## config.mk

```make
export PLATFORM = sky130hd
export DESIGN_NAME = fuzzy_pid_gain_tuner
export DESIGN_NICKNAME = d
export VERILOG_FILES = /design/src/sv/fpgt_pkg.sv /design/src/sv/fpgt_datapath.sv /design/src/sv/fpgt_ctrl.sv /design/src/sv/fuzzy_pid_gain_tuner.sv
export VERILOG_INCLUDE_DIRS = /design/src /design/src/sv
export SDC_FILE = /design/constraint.sdc
export NUM_CORES = 2
export LEC_CHECK = 0
export BUFFER_PORTS_ARGS = -buffer_cell sky130_fd_sc_hd__buf_4
export CAP_MARGIN = 20
export CORE_MARGIN = 4
export CORE_UTILIZATION = 61
export DETAILED_ROUTE_END_ITERATION = 16
export PLACE_DENSITY = 0.9
export SLEW_MARGIN = 10
export SYNTH_ARGS = -nofsm -noshare
export SYNTH_HDL_FRONTEND = slang
export SYNTH_SLANG_ARGS = --single-unit
```

## constraint.sdc

```tcl
create_clock -name clk -period 12.6 [get_ports clk]
set_input_delay 1.26 -clock clk [delete_from_list [all_inputs] [get_ports clk]]
set_output_delay 1.26 -clock clk [all_outputs]
set_load 0.02 [all_outputs]
```

## src/sv/fuzzy_pid_gain_tuner_macros.svh

```systemverilog
// ----------------------------------------------------------------------------
// Fuzzy PID gain tuner assertion macros
// Clocked implication checks with an asynchronous active-low reset.
// ----------------------------------------------------------------------------
`ifndef FUZZY_PID_GAIN_TUNER_MACROS_SVH
`define FUZZY_PID_GAIN_TUNER_MACROS_SVH

`ifndef NO_ASSERTIONS

`define FPGT_ASSERT_IMPL(label, clk, rst_n, ante, cons) \
	label: assert property (@(posedge clk) disable iff (!rst_n) (ante) |-> (cons)) \
		else $error("fuzzy_pid_gain_tuner: same-cycle check failed");

`define FPGT_ASSERT_NEXT(label, clk, rst_n, ante, cons) \
	label: assert property (@(posedge clk) disable iff (!rst_n) (ante) |=> (cons)) \
		else $error("fuzzy_pid_gain_tuner: next-cycle check failed");

`else

`define FPGT_ASSERT_IMPL(label, clk, rst_n, ante, cons)

`define FPGT_ASSERT_NEXT(label, clk, rst_n, ante, cons)

`endif

`endif

```

## src/sv/fpgt_pkg.sv

```systemverilog
// ----------------------------------------------------------------------------
// Fuzzy PID gain tuner package
// Shared widths, rule tables and the controller to datapath command bundle.
// ----------------------------------------------------------------------------
package fpgt_pkg;

	localparam int SPAN_W = 16;
	localparam int Q_W = 15;
	localparam int W_W = 13;
	localparam int IDX_W = 3;
	localparam int OUT_W = 15;
	localparam int ACC_W = 28;
	localparam int OUT_TDATA_W = 48;
	localparam int PAIR_W = 2;

	localparam logic [SPAN_W-1:0] SPAN_RESET = 16'd64;
	localparam logic signed [Q_W-1:0] Q_ONE = 15'sd4096;
	localparam logic signed [Q_W-1:0] Q_TWO = 15'sd8192;
	localparam logic signed [Q_W-1:0] Q_MAX = 15'sd12288;
	localparam logic [W_W-1:0] W_ONE = 13'd4096;
	localparam logic signed [ACC_W-1:0] ACC_HALF = 28'sd8388608;
	localparam int ACC_SHIFT = 24;

	localparam logic [1:0] MUL_ERR = 2'd0;
	localparam logic [1:0] MUL_DERR = 2'd1;
	localparam logic [1:0] MUL_WGT = 2'd2;

	typedef logic signed [2:0] rule_t;

	localparam rule_t RULE_P [0:6][0:6] = '{
		'{ 3,  3,  2,  2,  1,  0,  0},
		'{ 3,  3,  2,  1,  1,  0, -1},
		'{ 2,  2,  2,  1,  0, -1, -1},
		'{ 2,  2,  1,  0, -1, -2, -2},
		'{ 1,  1,  0, -1, -1, -2, -2},
		'{ 1,  0, -1, -2, -2, -2, -3},
		'{ 0,  0, -2, -2, -2, -3, -3}
	};

	localparam rule_t RULE_I [0:6][0:6] = '{
		'{-3, -3, -2, -2, -1,  0,  0},
		'{-3, -3, -2, -1, -1,  0,  0},
		'{-3, -2, -1, -1,  0,  1,  1},
		'{-2, -2, -1,  0,  1,  2,  2},
		'{-2, -1,  0,  1,  1,  2,  3},
		'{ 0,  0,  1,  1,  2,  3,  3},
		'{ 0,  0,  1,  2,  2,  3,  3}
	};

	localparam rule_t RULE_D [0:6][0:6] = '{
		'{ 1, -1, -3, -3, -3, -2,  1},
		'{ 1, -1, -3, -2, -2, -1,  0},
		'{ 0, -1, -2, -2, -1, -1,  0},
		'{ 0, -1, -1, -1, -1, -1,  0},
		'{ 0,  0,  0,  0,  0,  0,  0},
		'{ 3, -1,  1,  1,  1,  1,  3},
		'{ 3,  2,  2,  2,  1,  1,  3}
	};

	typedef struct packed {
		logic load_in;
		logic cfg_we;
		logic mul_en;
		logic [1:0] mul_sel;
		logic quant_e;
		logic quant_d;
		logic memb_en;
		logic acc_en;
		logic [PAIR_W-1:0] pair;
		logic load_out;
	} dp_cmd_t;

endpackage

```

## src/sv/fpgt_datapath.sv

```systemverilog
// ----------------------------------------------------------------------------
// Fuzzy PID gain tuner datapath
// Error registers, shared multiplier, quantizer, memberships and rule sums.
// ----------------------------------------------------------------------------
module fpgt_datapath #(
	parameter int SAMPLE_BITS = 16
) (
	input  logic clk,
	input  logic arst_n,
	input  fpgt_pkg::dp_cmd_t cmd,
	input  logic signed [SAMPLE_BITS-1:0] target_value,
	input  logic signed [SAMPLE_BITS-1:0] measured_value,
	input  logic [fpgt_pkg::SPAN_W-1:0] cfg_data,
	output logic signed [fpgt_pkg::OUT_W-1:0] delta_kp,
	output logic signed [fpgt_pkg::OUT_W-1:0] delta_ki,
	output logic signed [fpgt_pkg::OUT_W-1:0] delta_kd
);

	localparam int ERR_W = SAMPLE_BITS + 1;
	localparam int DERR_W = SAMPLE_BITS + 2;
	localparam int MA_W = (DERR_W > 14) ? DERR_W : 14;
	localparam int MB_W = fpgt_pkg::SPAN_W + 1;
	localparam int P_W = MA_W + MB_W;
	localparam int X_W = P_W + 3;
	localparam int Q_W = fpgt_pkg::Q_W;
	localparam int W_W = fpgt_pkg::W_W;
	localparam int IDX_W = fpgt_pkg::IDX_W;
	localparam int ACC_W = fpgt_pkg::ACC_W;

	typedef struct packed {
		logic [IDX_W-1:0] k;
		logic [W_W-1:0] w0;
		logic [W_W-1:0] w1;
	} memb_t;

	function automatic memb_t membership(input logic signed [Q_W-1:0] q);
		memb_t m;
		logic signed [Q_W-1:0] t;
		if (q < -fpgt_pkg::Q_TWO) begin
			m.k = 3'd0;
			t = q + fpgt_pkg::Q_MAX;
		end else if (q < -fpgt_pkg::Q_ONE) begin
			m.k = 3'd1;
			t = q + fpgt_pkg::Q_TWO;
		end else if (q < 15'sd0) begin
			m.k = 3'd2;
			t = q + fpgt_pkg::Q_ONE;
		end else if (q < fpgt_pkg::Q_ONE) begin
			m.k = 3'd3;
			t = q;
		end else if (q < fpgt_pkg::Q_TWO) begin
			m.k = 3'd4;
			t = q - fpgt_pkg::Q_ONE;
		end else begin
			m.k = 3'd5;
			t = q - fpgt_pkg::Q_TWO;
		end
		m.w1 = t[W_W-1:0];
		m.w0 = fpgt_pkg::W_ONE - t[W_W-1:0];
		return m;
	endfunction

	function automatic logic signed [ACC_W-1:0] rule_term(input logic [24:0] w,
		input fpgt_pkg::rule_t r);
		logic [2:0] mag;
		logic signed [ACC_W-1:0] wx;
		logic signed [ACC_W-1:0] t;
		mag = r[2] ? 3'(-r) : 3'(r);
		wx = signed'(ACC_W'(w));
		t = (mag[1] ? (wx <<< 1) : '0) + (mag[0] ? wx : '0);
		return r[2] ? -t : t;
	endfunction

	logic [fpgt_pkg::SPAN_W-1:0] span_q;
	logic signed [ERR_W-1:0] prev_err_q;
	logic signed [ERR_W-1:0] err_q;
	logic signed [DERR_W-1:0] derr_q;
	logic signed [P_W-1:0] prod_q;
	logic signed [Q_W-1:0] qe_q;
	logic signed [Q_W-1:0] qd_q;
	logic [IDX_W-1:0] ke_q;
	logic [IDX_W-1:0] kc_q;
	logic [W_W-1:0] we_q [2];
	logic [W_W-1:0] wc_q [2];
	logic signed [ACC_W-1:0] acc_p_q;
	logic signed [ACC_W-1:0] acc_i_q;
	logic signed [ACC_W-1:0] acc_d_q;
	logic signed [fpgt_pkg::OUT_W-1:0] kp_q;
	logic signed [fpgt_pkg::OUT_W-1:0] ki_q;
	logic signed [fpgt_pkg::OUT_W-1:0] kd_q;

	logic signed [ERR_W-1:0] err_c;
	logic signed [DERR_W-1:0] derr_c;
	logic signed [MA_W-1:0] ma;
	logic signed [MB_W-1:0] mb;
	logic signed [P_W-1:0] ma_x;
	logic signed [P_W-1:0] mb_x;
	logic signed [X_W-1:0] px;
	logic signed [X_W-1:0] scaled;
	logic signed [X_W-1:0] shifted;
	logic signed [Q_W-1:0] q_sat;
	memb_t me;
	memb_t mc;
	logic [IDX_W-1:0] idx_e;
	logic [IDX_W-1:0] idx_c;
	logic [24:0] w_prod;

	assign err_c = ERR_W'(target_value) - ERR_W'(measured_value);
	assign derr_c = DERR_W'(err_c) - DERR_W'(prev_err_q);

	always_comb begin
		case (cmd.mul_sel)
			fpgt_pkg::MUL_ERR: begin
				ma = MA_W'(err_q);
				mb = signed'(MB_W'(span_q));
			end
			fpgt_pkg::MUL_DERR: begin
				ma = MA_W'(derr_q);
				mb = signed'(MB_W'(span_q));
			end
			fpgt_pkg::MUL_WGT: begin
				ma = signed'(MA_W'(we_q[cmd.pair[1]]));
				mb = signed'(MB_W'(wc_q[cmd.pair[0]]));
			end
			default: begin
				ma = '0;
				mb = '0;
			end
		endcase
		ma_x = P_W'(ma);
		mb_x = P_W'(mb);
	end

	always_comb begin
		px = X_W'(prod_q);
		scaled = cmd.quant_e ? (px <<< 2) + (px <<< 1) : (px <<< 1) + px;
		shifted = scaled >>> 4;
		if (shifted > X_W'(fpgt_pkg::Q_MAX)) begin
			q_sat = fpgt_pkg::Q_MAX;
		end else if (shifted < -X_W'(fpgt_pkg::Q_MAX)) begin
			q_sat = -fpgt_pkg::Q_MAX;
		end else begin
			q_sat = Q_W'(shifted);
		end
	end

	assign me = membership(qe_q);
	assign mc = membership(qd_q);
	assign idx_e = ke_q + IDX_W'(cmd.pair[1]);
	assign idx_c = kc_q + IDX_W'(cmd.pair[0]);
	assign w_prod = prod_q[24:0];

	always_ff @(posedge clk or negedge arst_n) begin
		if (!arst_n) begin
			span_q <= fpgt_pkg::SPAN_RESET;
			prev_err_q <= '0;
		end else begin
			if (cmd.cfg_we) begin
				span_q <= cfg_data;
			end
			if (cmd.load_in) begin
				prev_err_q <= err_c;
			end
		end
	end

	always_ff @(posedge clk) begin
		if (cmd.load_in) begin
			err_q <= err_c;
			derr_q <= derr_c;
		end
		if (cmd.mul_en) begin
			prod_q <= ma_x * mb_x;
		end
		if (cmd.quant_e) begin
			qe_q <= q_sat;
		end
		if (cmd.quant_d) begin
			qd_q <= q_sat;
		end
		if (cmd.memb_en) begin
			ke_q <= me.k;
			we_q[0] <= me.w0;
			we_q[1] <= me.w1;
			kc_q <= mc.k;
			wc_q[0] <= mc.w0;
			wc_q[1] <= mc.w1;
			acc_p_q <= fpgt_pkg::ACC_HALF;
			acc_i_q <= fpgt_pkg::ACC_HALF;
			acc_d_q <= fpgt_pkg::ACC_HALF;
		end
		if (cmd.acc_en) begin
			acc_p_q <= acc_p_q + rule_term(w_prod, fpgt_pkg::RULE_P[idx_e][idx_c]);
			acc_i_q <= acc_i_q + rule_term(w_prod, fpgt_pkg::RULE_I[idx_e][idx_c]);
			acc_d_q <= acc_d_q + rule_term(w_prod, fpgt_pkg::RULE_D[idx_e][idx_c]);
		end
		if (cmd.load_out) begin
			kp_q <= fpgt_pkg::OUT_W'(acc_p_q >>> fpgt_pkg::ACC_SHIFT);
			ki_q <= fpgt_pkg::OUT_W'(acc_i_q >>> fpgt_pkg::ACC_SHIFT);
			kd_q <= fpgt_pkg::OUT_W'(acc_d_q >>> fpgt_pkg::ACC_SHIFT);
		end
	end

	assign delta_kp = kp_q;
	assign delta_ki = ki_q;
	assign delta_kd = kd_q;

endmodule

```

## src/sv/fpgt_ctrl.sv

```systemverilog
// ----------------------------------------------------------------------------
// Fuzzy PID gain tuner controller
// Sequences the datapath through one sample and owns the handshakes.
// ----------------------------------------------------------------------------
`include "fuzzy_pid_gain_tuner_macros.svh"

module fpgt_ctrl (
	input  logic clk,
	input  logic arst_n,
	input  logic in_valid,
	output logic in_ready,
	output logic out_valid,
	input  logic out_ready,
	input  logic cfg_valid,
	output logic cfg_ready,
	output fpgt_pkg::dp_cmd_t cmd
);

	localparam logic [3:0] S_IDLE = 4'd0;
	localparam logic [3:0] S_MUL_E = 4'd1;
	localparam logic [3:0] S_QNT_E = 4'd2;
	localparam logic [3:0] S_MUL_D = 4'd3;
	localparam logic [3:0] S_QNT_D = 4'd4;
	localparam logic [3:0] S_MEMB = 4'd5;
	localparam logic [3:0] S_MUL_W = 4'd6;
	localparam logic [3:0] S_ACC_W = 4'd7;
	localparam logic [3:0] S_OUT = 4'd8;

	logic [3:0] state_q;
	logic [3:0] state_d;
	logic [fpgt_pkg::PAIR_W-1:0] pair_q;
	logic out_valid_q;

	assign cfg_ready = 1'b1;
	assign out_valid = out_valid_q;
	assign in_ready = (state_q == S_IDLE);

	always_comb begin
		cmd = '0;
		cmd.cfg_we = cfg_valid;
		cmd.pair = pair_q;
		state_d = state_q;
		case (state_q)
			S_IDLE: begin
				if (in_valid) begin
					cmd.load_in = 1'b1;
					state_d = S_MUL_E;
				end
			end
			S_MUL_E: begin
				cmd.mul_en = 1'b1;
				cmd.mul_sel = fpgt_pkg::MUL_ERR;
				state_d = S_QNT_E;
			end
			S_QNT_E: begin
				cmd.quant_e = 1'b1;
				state_d = S_MUL_D;
			end
			S_MUL_D: begin
				cmd.mul_en = 1'b1;
				cmd.mul_sel = fpgt_pkg::MUL_DERR;
				state_d = S_QNT_D;
			end
			S_QNT_D: begin
				cmd.quant_d = 1'b1;
				state_d = S_MEMB;
			end
			S_MEMB: begin
				cmd.memb_en = 1'b1;
				state_d = S_MUL_W;
			end
			S_MUL_W: begin
				cmd.mul_en = 1'b1;
				cmd.mul_sel = fpgt_pkg::MUL_WGT;
				state_d = S_ACC_W;
			end
			S_ACC_W: begin
				cmd.acc_en = 1'b1;
				state_d = (pair_q == '1) ? S_OUT : S_MUL_W;
			end
			S_OUT: begin
				if (!out_valid_q || out_ready) begin
					cmd.load_out = 1'b1;
					state_d = S_IDLE;
				end
			end
			default: begin
				state_d = S_IDLE;
			end
		endcase
	end

	always_ff @(posedge clk or negedge arst_n) begin
		if (!arst_n) begin
			state_q <= S_IDLE;
			pair_q <= '0;
			out_valid_q <= 1'b0;
		end else begin
			state_q <= state_d;
			if (cmd.memb_en) begin
				pair_q <= '0;
			end else if (cmd.acc_en) begin
				pair_q <= pair_q + 1'b1;
			end
			if (cmd.load_out) begin
				out_valid_q <= 1'b1;
			end else if (out_ready) begin
				out_valid_q <= 1'b0;
			end
		end
	end

	`FPGT_ASSERT_NEXT(a_accept_starts, clk, arst_n, in_valid && in_ready, state_q == S_MUL_E)
	`FPGT_ASSERT_IMPL(a_load_free, clk, arst_n, cmd.load_out, !out_valid_q || out_ready)
	`FPGT_ASSERT_NEXT(a_last_pair, clk, arst_n, state_q == S_ACC_W && pair_q == '1, state_q == S_OUT)
	`FPGT_ASSERT_IMPL(a_one_step, clk, arst_n, 1'b1, $onehot0({cmd.load_in, cmd.mul_en, cmd.quant_e, cmd.quant_d, cmd.memb_en, cmd.acc_en, cmd.load_out}))

endmodule

```

## src/sv/fuzzy_pid_gain_tuner.sv

```systemverilog
// ----------------------------------------------------------------------------
// Fuzzy PID gain tuner
// Fuzzy self-tuning of PID gain adjustments from a 7x7 rule base per gain.
// ----------------------------------------------------------------------------
// Each sample transfer carries a setpoint and a measurement; the block forms the
// error and its change against the previous error, quantizes both over [-3, 3]
// with the configured span reciprocal, and returns one transfer with the rounded
// delta Kp, Ki and Kd. A single shared multiplier serves the two quantizer
// products and the four membership weight products in turn. The next sample is
// accepted as soon as the previous one has reached the output register. The
// span reciprocal may be written at any time the block is idle.
module fuzzy_pid_gain_tuner #(
	parameter int SAMPLE_BITS = 16
) (
	input  logic clk,
	input  logic arst_n,
	input  logic cfg_valid,
	output logic cfg_ready,
	input  logic [fpgt_pkg::SPAN_W-1:0] cfg_data,
	input  logic s_axis_tvalid,
	output logic s_axis_tready,
	// Fields from bit 0: target_value, measured_value, zero padding.
	input  logic [((2 * SAMPLE_BITS + 7) / 8) * 8 - 1:0] s_axis_tdata,
	output logic m_axis_tvalid,
	input  logic m_axis_tready,
	// Fields from bit 0: delta_kp, delta_ki, delta_kd, zero padding.
	output logic [fpgt_pkg::OUT_TDATA_W-1:0] m_axis_tdata
);

	localparam int OUT_W = fpgt_pkg::OUT_W;

	fpgt_pkg::dp_cmd_t cmd;
	logic signed [SAMPLE_BITS-1:0] target_value;
	logic signed [SAMPLE_BITS-1:0] measured_value;
	logic signed [OUT_W-1:0] delta_kp;
	logic signed [OUT_W-1:0] delta_ki;
	logic signed [OUT_W-1:0] delta_kd;

	assign target_value = s_axis_tdata[SAMPLE_BITS-1:0];
	assign measured_value = s_axis_tdata[2*SAMPLE_BITS-1:SAMPLE_BITS];
	assign m_axis_tdata = {{(fpgt_pkg::OUT_TDATA_W - 3 * OUT_W){1'b0}},
		delta_kd, delta_ki, delta_kp};

	fpgt_ctrl u_ctrl (
		.clk       (clk),
		.arst_n    (arst_n),
		.in_valid  (s_axis_tvalid),
		.in_ready  (s_axis_tready),
		.out_valid (m_axis_tvalid),
		.out_ready (m_axis_tready),
		.cfg_valid (cfg_valid),
		.cfg_ready (cfg_ready),
		.cmd       (cmd)
	);

	fpgt_datapath #(
		.SAMPLE_BITS (SAMPLE_BITS)
	) u_datapath (
		.clk            (clk),
		.arst_n         (arst_n),
		.cmd            (cmd),
		.target_value   (target_value),
		.measured_value (measured_value),
		.cfg_data       (cfg_data),
		.delta_kp       (delta_kp),
		.delta_ki       (delta_ki),
		.delta_kd       (delta_kd)
	);

endmodule

```

**After elaboration in Yosys (flattened, before gate mapping)**

Memories as Yosys holds them, arrays and structs flattened.
Index checks and enable logic that the tools add are counted.

- Register bits after elaboration: 242
- RAM bits: 52
- Memory bits (read-only): 504
- Output and inout bits: 51
- Word-level logic and storage cells: 173
- Memories kept: 5

Memories:

| memory | depth | width | read ports | clocked after memory_dff | wr ports | RTL line | RTL |
|---|---|---|---|---|---|---|---|
| (no name shown) | 8 | 21 | 1 | 0 | 0 | fpgt_datapath.sv:195 | `acc_d_q <= acc_d_q + rule_term(w_prod, fpgt_pkg::RULE_D[idx_e][idx_c]);` |
| (no name shown) | 8 | 21 | 1 | 0 | 0 | fpgt_datapath.sv:193 | `acc_p_q <= acc_p_q + rule_term(w_prod, fpgt_pkg::RULE_P[idx_e][idx_c]);` |
| (no name shown) | 8 | 21 | 1 | 0 | 0 | fpgt_datapath.sv:194 | `acc_i_q <= acc_i_q + rule_term(w_prod, fpgt_pkg::RULE_I[idx_e][idx_c]);` |
| u_datapath.wc_q | 2 | 13 | 1 | 0 | 2 | fpgt_datapath.sv:84 | `logic [W_W-1:0] wc_q [2];` |
| u_datapath.we_q | 2 | 13 | 1 | 0 | 2 | fpgt_datapath.sv:83 | `logic [W_W-1:0] we_q [2];` |

- $add $sub $neg: 31
- Multiply operators: 1
- Magnitude comparators: 14
- Equality and inequality tests: 13
- Muxes and demuxes: 73
- Bitwise logic cells: 2
- Reduce and logical (&&, ||, !) cells: 12

Operators with widths:

| kind | number |
|---|---|
| 28-bit 2-to-1 mux | 7 |
| 28-bit adder | 6 |
| 13-bit 2-to-1 mux | 10 |
| 21-bit 2-to-1 mux | 6 |
| 28-bit negation | 3 |
| 26-bit 2-to-1 mux | 3 |
| 25-bit 2-to-1 mux | 3 |
| 15-bit by 14-bit < comparator with 1-bit output, second input constant | 4 |
| 18-bit one-hot mux with 3 select lines | 1 |
| 13-bit adder, second input constant | 4 |
| 37-bit by 36-bit adder with 38-bit output | 1 |
| 38-bit 2-to-1 mux | 1 |
| 36-bit by 35-bit adder with 37-bit output | 1 |
| 4-bit one-hot mux with 9 select lines | 1 |
| 18-bit by 17-bit multiplier with 35-bit output | 1 |
| 34-bit by 15-bit > comparator with 1-bit output, second input constant | 1 |
| 34-bit by 15-bit < comparator with 1-bit output, second input constant | 1 |
| 16-bit one-hot mux with 2 select lines | 1 |
| 15-bit by 1-bit < comparator with 1-bit output, second input constant | 2 |
| 15-bit by 13-bit < comparator with 1-bit output, second input constant | 2 |
| 15-bit < comparator, second input constant | 2 |
| 15-bit 2-to-1 mux | 2 |
| 3-bit binary-select mux with 3-bit select | 3 |
| 13-bit by 1-bit adder with 13-bit output, second input constant | 2 |
| other kinds (31) | 78 |

**Depth between registers and ports, before layout**

- Depth in word-level cells: 16
- Mapped depth: 38
- Depth with buffers taken out: 36

**Modules after synthesis**

Synthesis repeated with hierarchy kept, for this count alone.

- Cell total of the unflattened synthesis: 4153
- Area total of the unflattened synthesis: 37153.1 µm²

Modules (own cells, without submodules):

| module | times used | cells an instance | area each (µm²) |
|---|---|---|---|
| fpgt_datapath | 1 | 4100 | 36671.4 |
| fpgt_ctrl | 1 | 49 | 455.4 |
| fuzzy_pid_gain_tuner | 1 | 4 | 26.3 |

**Worst setup path after synthesis**

No wires, ideal clock.

- Kind: register -> register
- Start point: reg u_ctrl.state_q[2]
- End point: reg u_datapath.prod_q[34], data pin
- Data arrival time: 7751 ps
- Slack: 4682 ps
- Cell stages (with the launch flop): 34
- Path through: dfrtp_1 clkbuf_1 nor2b_1 and2_1 clkbuf_1 nor2_1 clkbuf_1 a22oi_1 o21ai_0 clkbuf_1 nand2_1 fa_1 inv_1 fa_1 inv_1 fa_1 inv_1 fa_1 inv_1 fa_1 inv_1 fa_1 ha_1 a22o_1 o41a_1 inv_1 nor2_1 o41ai_1 a21boi_0 a21o_1 a21oi_1 o21ai_0 and3_1 a211oi_1

- Cells in the longest elaborated chain, start to end: 6

Ends and longest elaborated chain:

| element | RTL line | RTL |
|---|---|---|
| from (decl) | fpgt_ctrl.sv:29 | `logic [3:0] state_q;` |
| from (signal assigned) | fpgt_ctrl.sv:99 | `state_q <= state_d;` |
| 4-bit by 3-bit == test with 1-bit output, or another cell as far along | fpgt_ctrl.sv:43 | `case (state_q)` |
| 3-bit one-hot mux with 3 select lines * | fpgt_ctrl.sv:43 |  |
| 2-bit by 1-bit == test with 1-bit output / 2-bit logical NOT (equally long branches) | fpgt_datapath.sv:112 | `case (cmd.mul_sel)` |
| 2-bit OR reduction (no line) | - |  |
| 16-bit one-hot mux with 2 select lines | fpgt_datapath.sv:112 |  |
| 18-bit by 17-bit multiplier with 35-bit output * | fpgt_datapath.sv:173 | `prod_q <= ma_x * mb_x;` |
| to (signal assigned) | fpgt_datapath.sv:173 |  |
| to (decl) | fpgt_datapath.sv:78 | `logic signed [P_W-1:0] prod_q;` |

Every way passes the cells marked *; elsewhere a longest branch is shown, timed or not.
A chain may end at the register's enable or synchronous reset.

**Worst setup path in the final report**

- Start point: reg u_ctrl.pair_q[1] (netlist name)
- End point: reg u_datapath.acc_i_q[27], data pin

- Cells in the longest elaborated chain, start to end: 16

Ends and longest elaborated chain:

| element | RTL line | RTL |
|---|---|---|
| from (decl) | fpgt_ctrl.sv:31 | `logic [fpgt_pkg::PAIR_W-1:0] pair_q;` |
| from (signal assigned) | fpgt_ctrl.sv:103 | `pair_q <= pair_q + 1'b1;` |
| 3-bit by 1-bit adder with 3-bit output * | fpgt_datapath.sv:149 | `assign idx_e = ke_q + IDX_W'(cmd.pair[1]);` |
| 3-bit inverter with 4-bit output (not written as such) * | fpgt_datapath.sv:194 |  |
| memory read 8 x 21 bit * | - |  |
| 21-bit 2-to-1 mux (not written as such) * (2 in a row) | fpgt_datapath.sv:194 |  |
| 3-bit binary-select mux with 3-bit select * | fpgt_datapath.sv:194 |  |
| 3-bit 2-to-1 mux (not written as such) * (2 in a row) | fpgt_datapath.sv:194 |  |
| 2-bit negation | fpgt_datapath.sv:68 | `mag = r[2] ? 3'(-r) : 3'(r);` |
| 2-bit 2-to-1 mux | fpgt_datapath.sv:68 |  |
| 25-bit 2-to-1 mux / 26-bit 2-to-1 mux (equally long branches) | fpgt_datapath.sv:70 | `t = (mag[1] ? (wx <<< 1) : '0) + (mag[0] ? wx : '0);` |
| 28-bit adder | fpgt_datapath.sv:70 |  |
| 28-bit negation | fpgt_datapath.sv:71 | `return r[2] ? -t : t;` |
| 28-bit 2-to-1 mux * | fpgt_datapath.sv:71 |  |
| 28-bit adder * | fpgt_datapath.sv:194 |  |
| 28-bit 2-to-1 mux * | fpgt_datapath.sv:192 | `if (cmd.acc_en) begin` |
| to (signal assigned) | fpgt_datapath.sv:189 | `acc_i_q <= fpgt_pkg::ACC_HALF;` |
| to (signal assigned) | fpgt_datapath.sv:194 |  |
| to (decl) | fpgt_datapath.sv:86 | `logic signed [ACC_W-1:0] acc_i_q;` |

Every way passes the cells marked *; elsewhere a longest branch is shown, timed or not. The select of a mux whose other input is x is not followed.

==> metrics <==
H-tree depth 2; Synth Register Bits 292; r2r worst-path depth 33; clock sink count slightly below 300; Nets 4851; number of DRC markers in iteration 0 between 2000 and 3000; Mean Syn Cell Area approximately 9 sq um; Worst EP required 12.89 ns; Netlist Area Pre-Place about 37000 sq um; Most common cell on crit path ha_1; Layout Area Growth over Synthesis 6.56%; TritonCTS buffer count 34; max_slew headroom 32.6%; CP startpoint kind register; Post-DP HPWL between 70000 and 80000 um; vias in the first global route 30900; prevailing post-synth register cell edfxtp_1; type of the worst min-delay path register to register; Routed wire per std cell 19.3 um; cts repair resizes 0; RSZ-0062 raised after global routing no; Setup Skew around 0.030 ns; hold depth 0; Setup Buffers After CTS 0; DRT Pass-1 Iters 6; WS Path Type register to register; first-pass GRT wire length 155000 um; Initial Utilization 62.0%; io pins 104; FF+latch area 8570 sq um; CTS max path bufs 3; Setup Viol. Count Final 0; post-synthesis sequential area ratio 23.2%; Clock transition at path regs about 0.07 ns; Core Footprint just under 60000 sq um; residual DRC count 0; initial antenna violation count 1; Synth Instances 4151; CP Capture Type register; Post-synth ARST share 13.7%; shortest period the worst path allows between 9 and 10 ns; Slew Limit Fails 0; Total Routing Usage GR 29.6%; r2r setup slk 3.07 ns; Critical Path Fanout Max 26; layout cells sized above 1 6.88%; hold_sp u_datapath.acc_d_q[25]; GR Overflow Total 0; drt via density just over 6; routability cong. 0.999; clock latency on the worst-skew pair 0.57 ns; DIE HEIGHT 254 um; largest net degree at the start of global routing 61; # rows 89; worst-margin pin slew between 1 and 1.5 ns; max cap viols 0; CP peak stage delay 0.87 ns; post-route clock period utilization between 70% and 80%; Antenna Violating Nets Remaining 0; port buffer count 99; Netlist cell types 101; commonest cells after routing, fill and taps aside 473 x inv_1, 392 x nand2_1, 370 x nor2_1, 331 x ha_1, 301 x fa_1; cts hold-fix bufs 0; Reg2Reg Capture Point u_datapath.acc_i_q[27]; Setup TNS 0 ns; # fillers 4505; Worst EP arrival 9.83 ns; Hold Path End u_datapath.delta_kd[1]; Worst path slowest cell dfrtp_1; die area 64500 sq um; r2r startpoint u_ctrl.pair_q[1]; multi-input logic area 25800 sq um; FMAX between 100 and 150 MHz; CTS Root Cell clkbuf_16; final WL around 96000 um; via count just over 30000; most common cell after layout, fill and taps aside inv_1; number of synthesized flops with an enable pin roughly 250; run status completed; CTS tree built; Die X 254 um; synth warn 0; final hold viol count 0
layout make-up:
type                    instances  share of cell area [%]
inverters                     476                    4.55
well taps                     773                    2.46
clock buffers                  40                    2.25
flip-flops and latches        292                    21.8
repair buffers                146                    2.82
clock inverters                19                   0.516
multi-input cells            3216                    65.6
diodes                          2                  0.0127
worst max-delay path by stage:
stage	startpoint	endpoint	slack, ns	depth (start not counted)
floorplan	u_ctrl.state_q[2]	u_datapath.prod_q[34]	4.68	33
global placement	u_ctrl.pair_q[1]	u_datapath.acc_p_q[27]	3.56	37
detailed placement	u_ctrl.pair_q[1]	u_datapath.acc_p_q[27]	3.37	37
CTS	u_ctrl.pair_q[1]	u_datapath.acc_p_q[27]	3.31	37
global route	u_ctrl.pair_q[1]	u_datapath.acc_p_q[27]	2.35	37
finish	u_ctrl.pair_q[1]	u_datapath.acc_i_q[27]	3.07	33
routing by layer:
layer  track usage [%]  share of wire, %
met1              36.4                38
met2              50.3                47
met3              4.70               8.7
met4              15.8               6.5
met5                 0             0.014
per-stage QoR:
stage / worst slack [ns] / hold slack (ns) / cells / instance area, sq um / util [%]
final: 3.07 / 0.464 / 4964 / 39300 / 66.1
after detailed placement: 3.37 / 0.451 / 4902 / 38200 / 64.2
after global placement: 3.56 / 0.448 / 4902 / 38200 / 64.2
after CTS: 3.31 / 0.465 / 4961 / 39300 / 66.1
after floorplan: 4.68 / 0.433 / 4153 / 36900 / -
after global routing: 2.35 / 0.487 / 4962 / 39300 / 66.1
Yosys cell counts (13+ instances only):
| master | count | area (sq um) |
|---|---|---|
| ha_1 | 331 | 4140 |
| dfrtp_1 | 39 | 976 |
| nand4_1 | 22 | 138 |
| o31ai_1 | 25 | 188 |
| nand2b_1 | 44 | 275 |
| o2111ai_1 | 14 | 123 |
| inv_1 | 474 | 1780 |
| xnor2_1 | 184 | 1610 |
| and3_1 | 77 | 482 |
| and2_1 | 138 | 863 |
| or3_1 | 25 | 156 |
| nor3_1 | 76 | 380 |
| mux2_2 | 25 | 282 |
| a21o_1 | 87 | 653 |
| edfxtp_1 | 252 | 7570 |
| a21oi_1 | 240 | 1200 |
| buf_4 | 37 | 278 |
| o21bai_1 | 20 | 150 |
| fa_1 | 301 | 6030 |
| or2_2 | 18 | 113 |
| clkbuf_1 | 119 | 447 |
| a22oi_1 | 14 | 105 |
| mux2i_1 | 43 | 430 |
| nor4_1 | 22 | 138 |
| o21a_1 | 33 | 248 |
| a31oi_1 | 38 | 238 |
| nand3_1 | 64 | 320 |
| o211ai_1 | 31 | 233 |
| nor2b_1 | 31 | 194 |
| a21boi_0 | 19 | 143 |
| a211oi_1 | 36 | 270 |
| nand2_1 | 392 | 1470 |
| o21ai_0 | 155 | 776 |
| xor2_1 | 105 | 920 |
| nor3b_1 | 13 | 97.6 |
| a211o_1 | 14 | 123 |
| nor2_1 | 373 | 1400 |
kinds of logic after synthesis:
logic type                 count (synthesis)  share of synthesized area [%]
DFF                                      292                           23.2
AOI/OAI and AO/OA                        880                           15.9
muxes                                     68                           1.93
buffers and inverters                    645                           6.99
xor gates and xnor gates                 289                           6.86
adders and majority gates                632                           27.6
and+or+nand+nor                         1343                           17.5
other                                      2                         0.0204
flip-flops by register name (all words and copies together) (netlist names), 2 cells and up:
signal                 cells
u_datapath.prod_q         35
u_datapath.acc_i_q        28
u_datapath.delta_ki        4
u_datapath.acc_d_q        28
u_datapath.err_q          17
u_datapath.span_q         16
u_datapath.kc_q            3
u_datapath.we_q           25
u_datapath.derr_q         18
u_datapath.delta_kp        4
u_datapath.qe_q           15
u_datapath.prev_err_q     17
u_datapath.ke_q            3
u_datapath.delta_kd        4
u_ctrl.state_q             4
u_datapath.wc_q           25
u_datapath.acc_p_q        28
u_ctrl.pair_q              2
u_datapath.qd_q           15
worst max-delay path: cells and delay by family, from the launching register on:
| family | cells | cell delay (ns) |
|---|---|---|
| buffers and inverters | 4 | 0.71 |
| adder cells (fa/ha/maj) | 6 | 1.98 |
| AO/OA/AOI/OAI | 11 | 3.09 |
| flip-flops | 1 | 0.87 |
| AND/OR/NAND/NOR | 9 | 2.09 |
| XOR/XNOR | 3 | 0.49 |
Power is left out: the tool's default activity adds up to more than one toggle a clock period on the data nets, which glitch-free logic cannot reach.
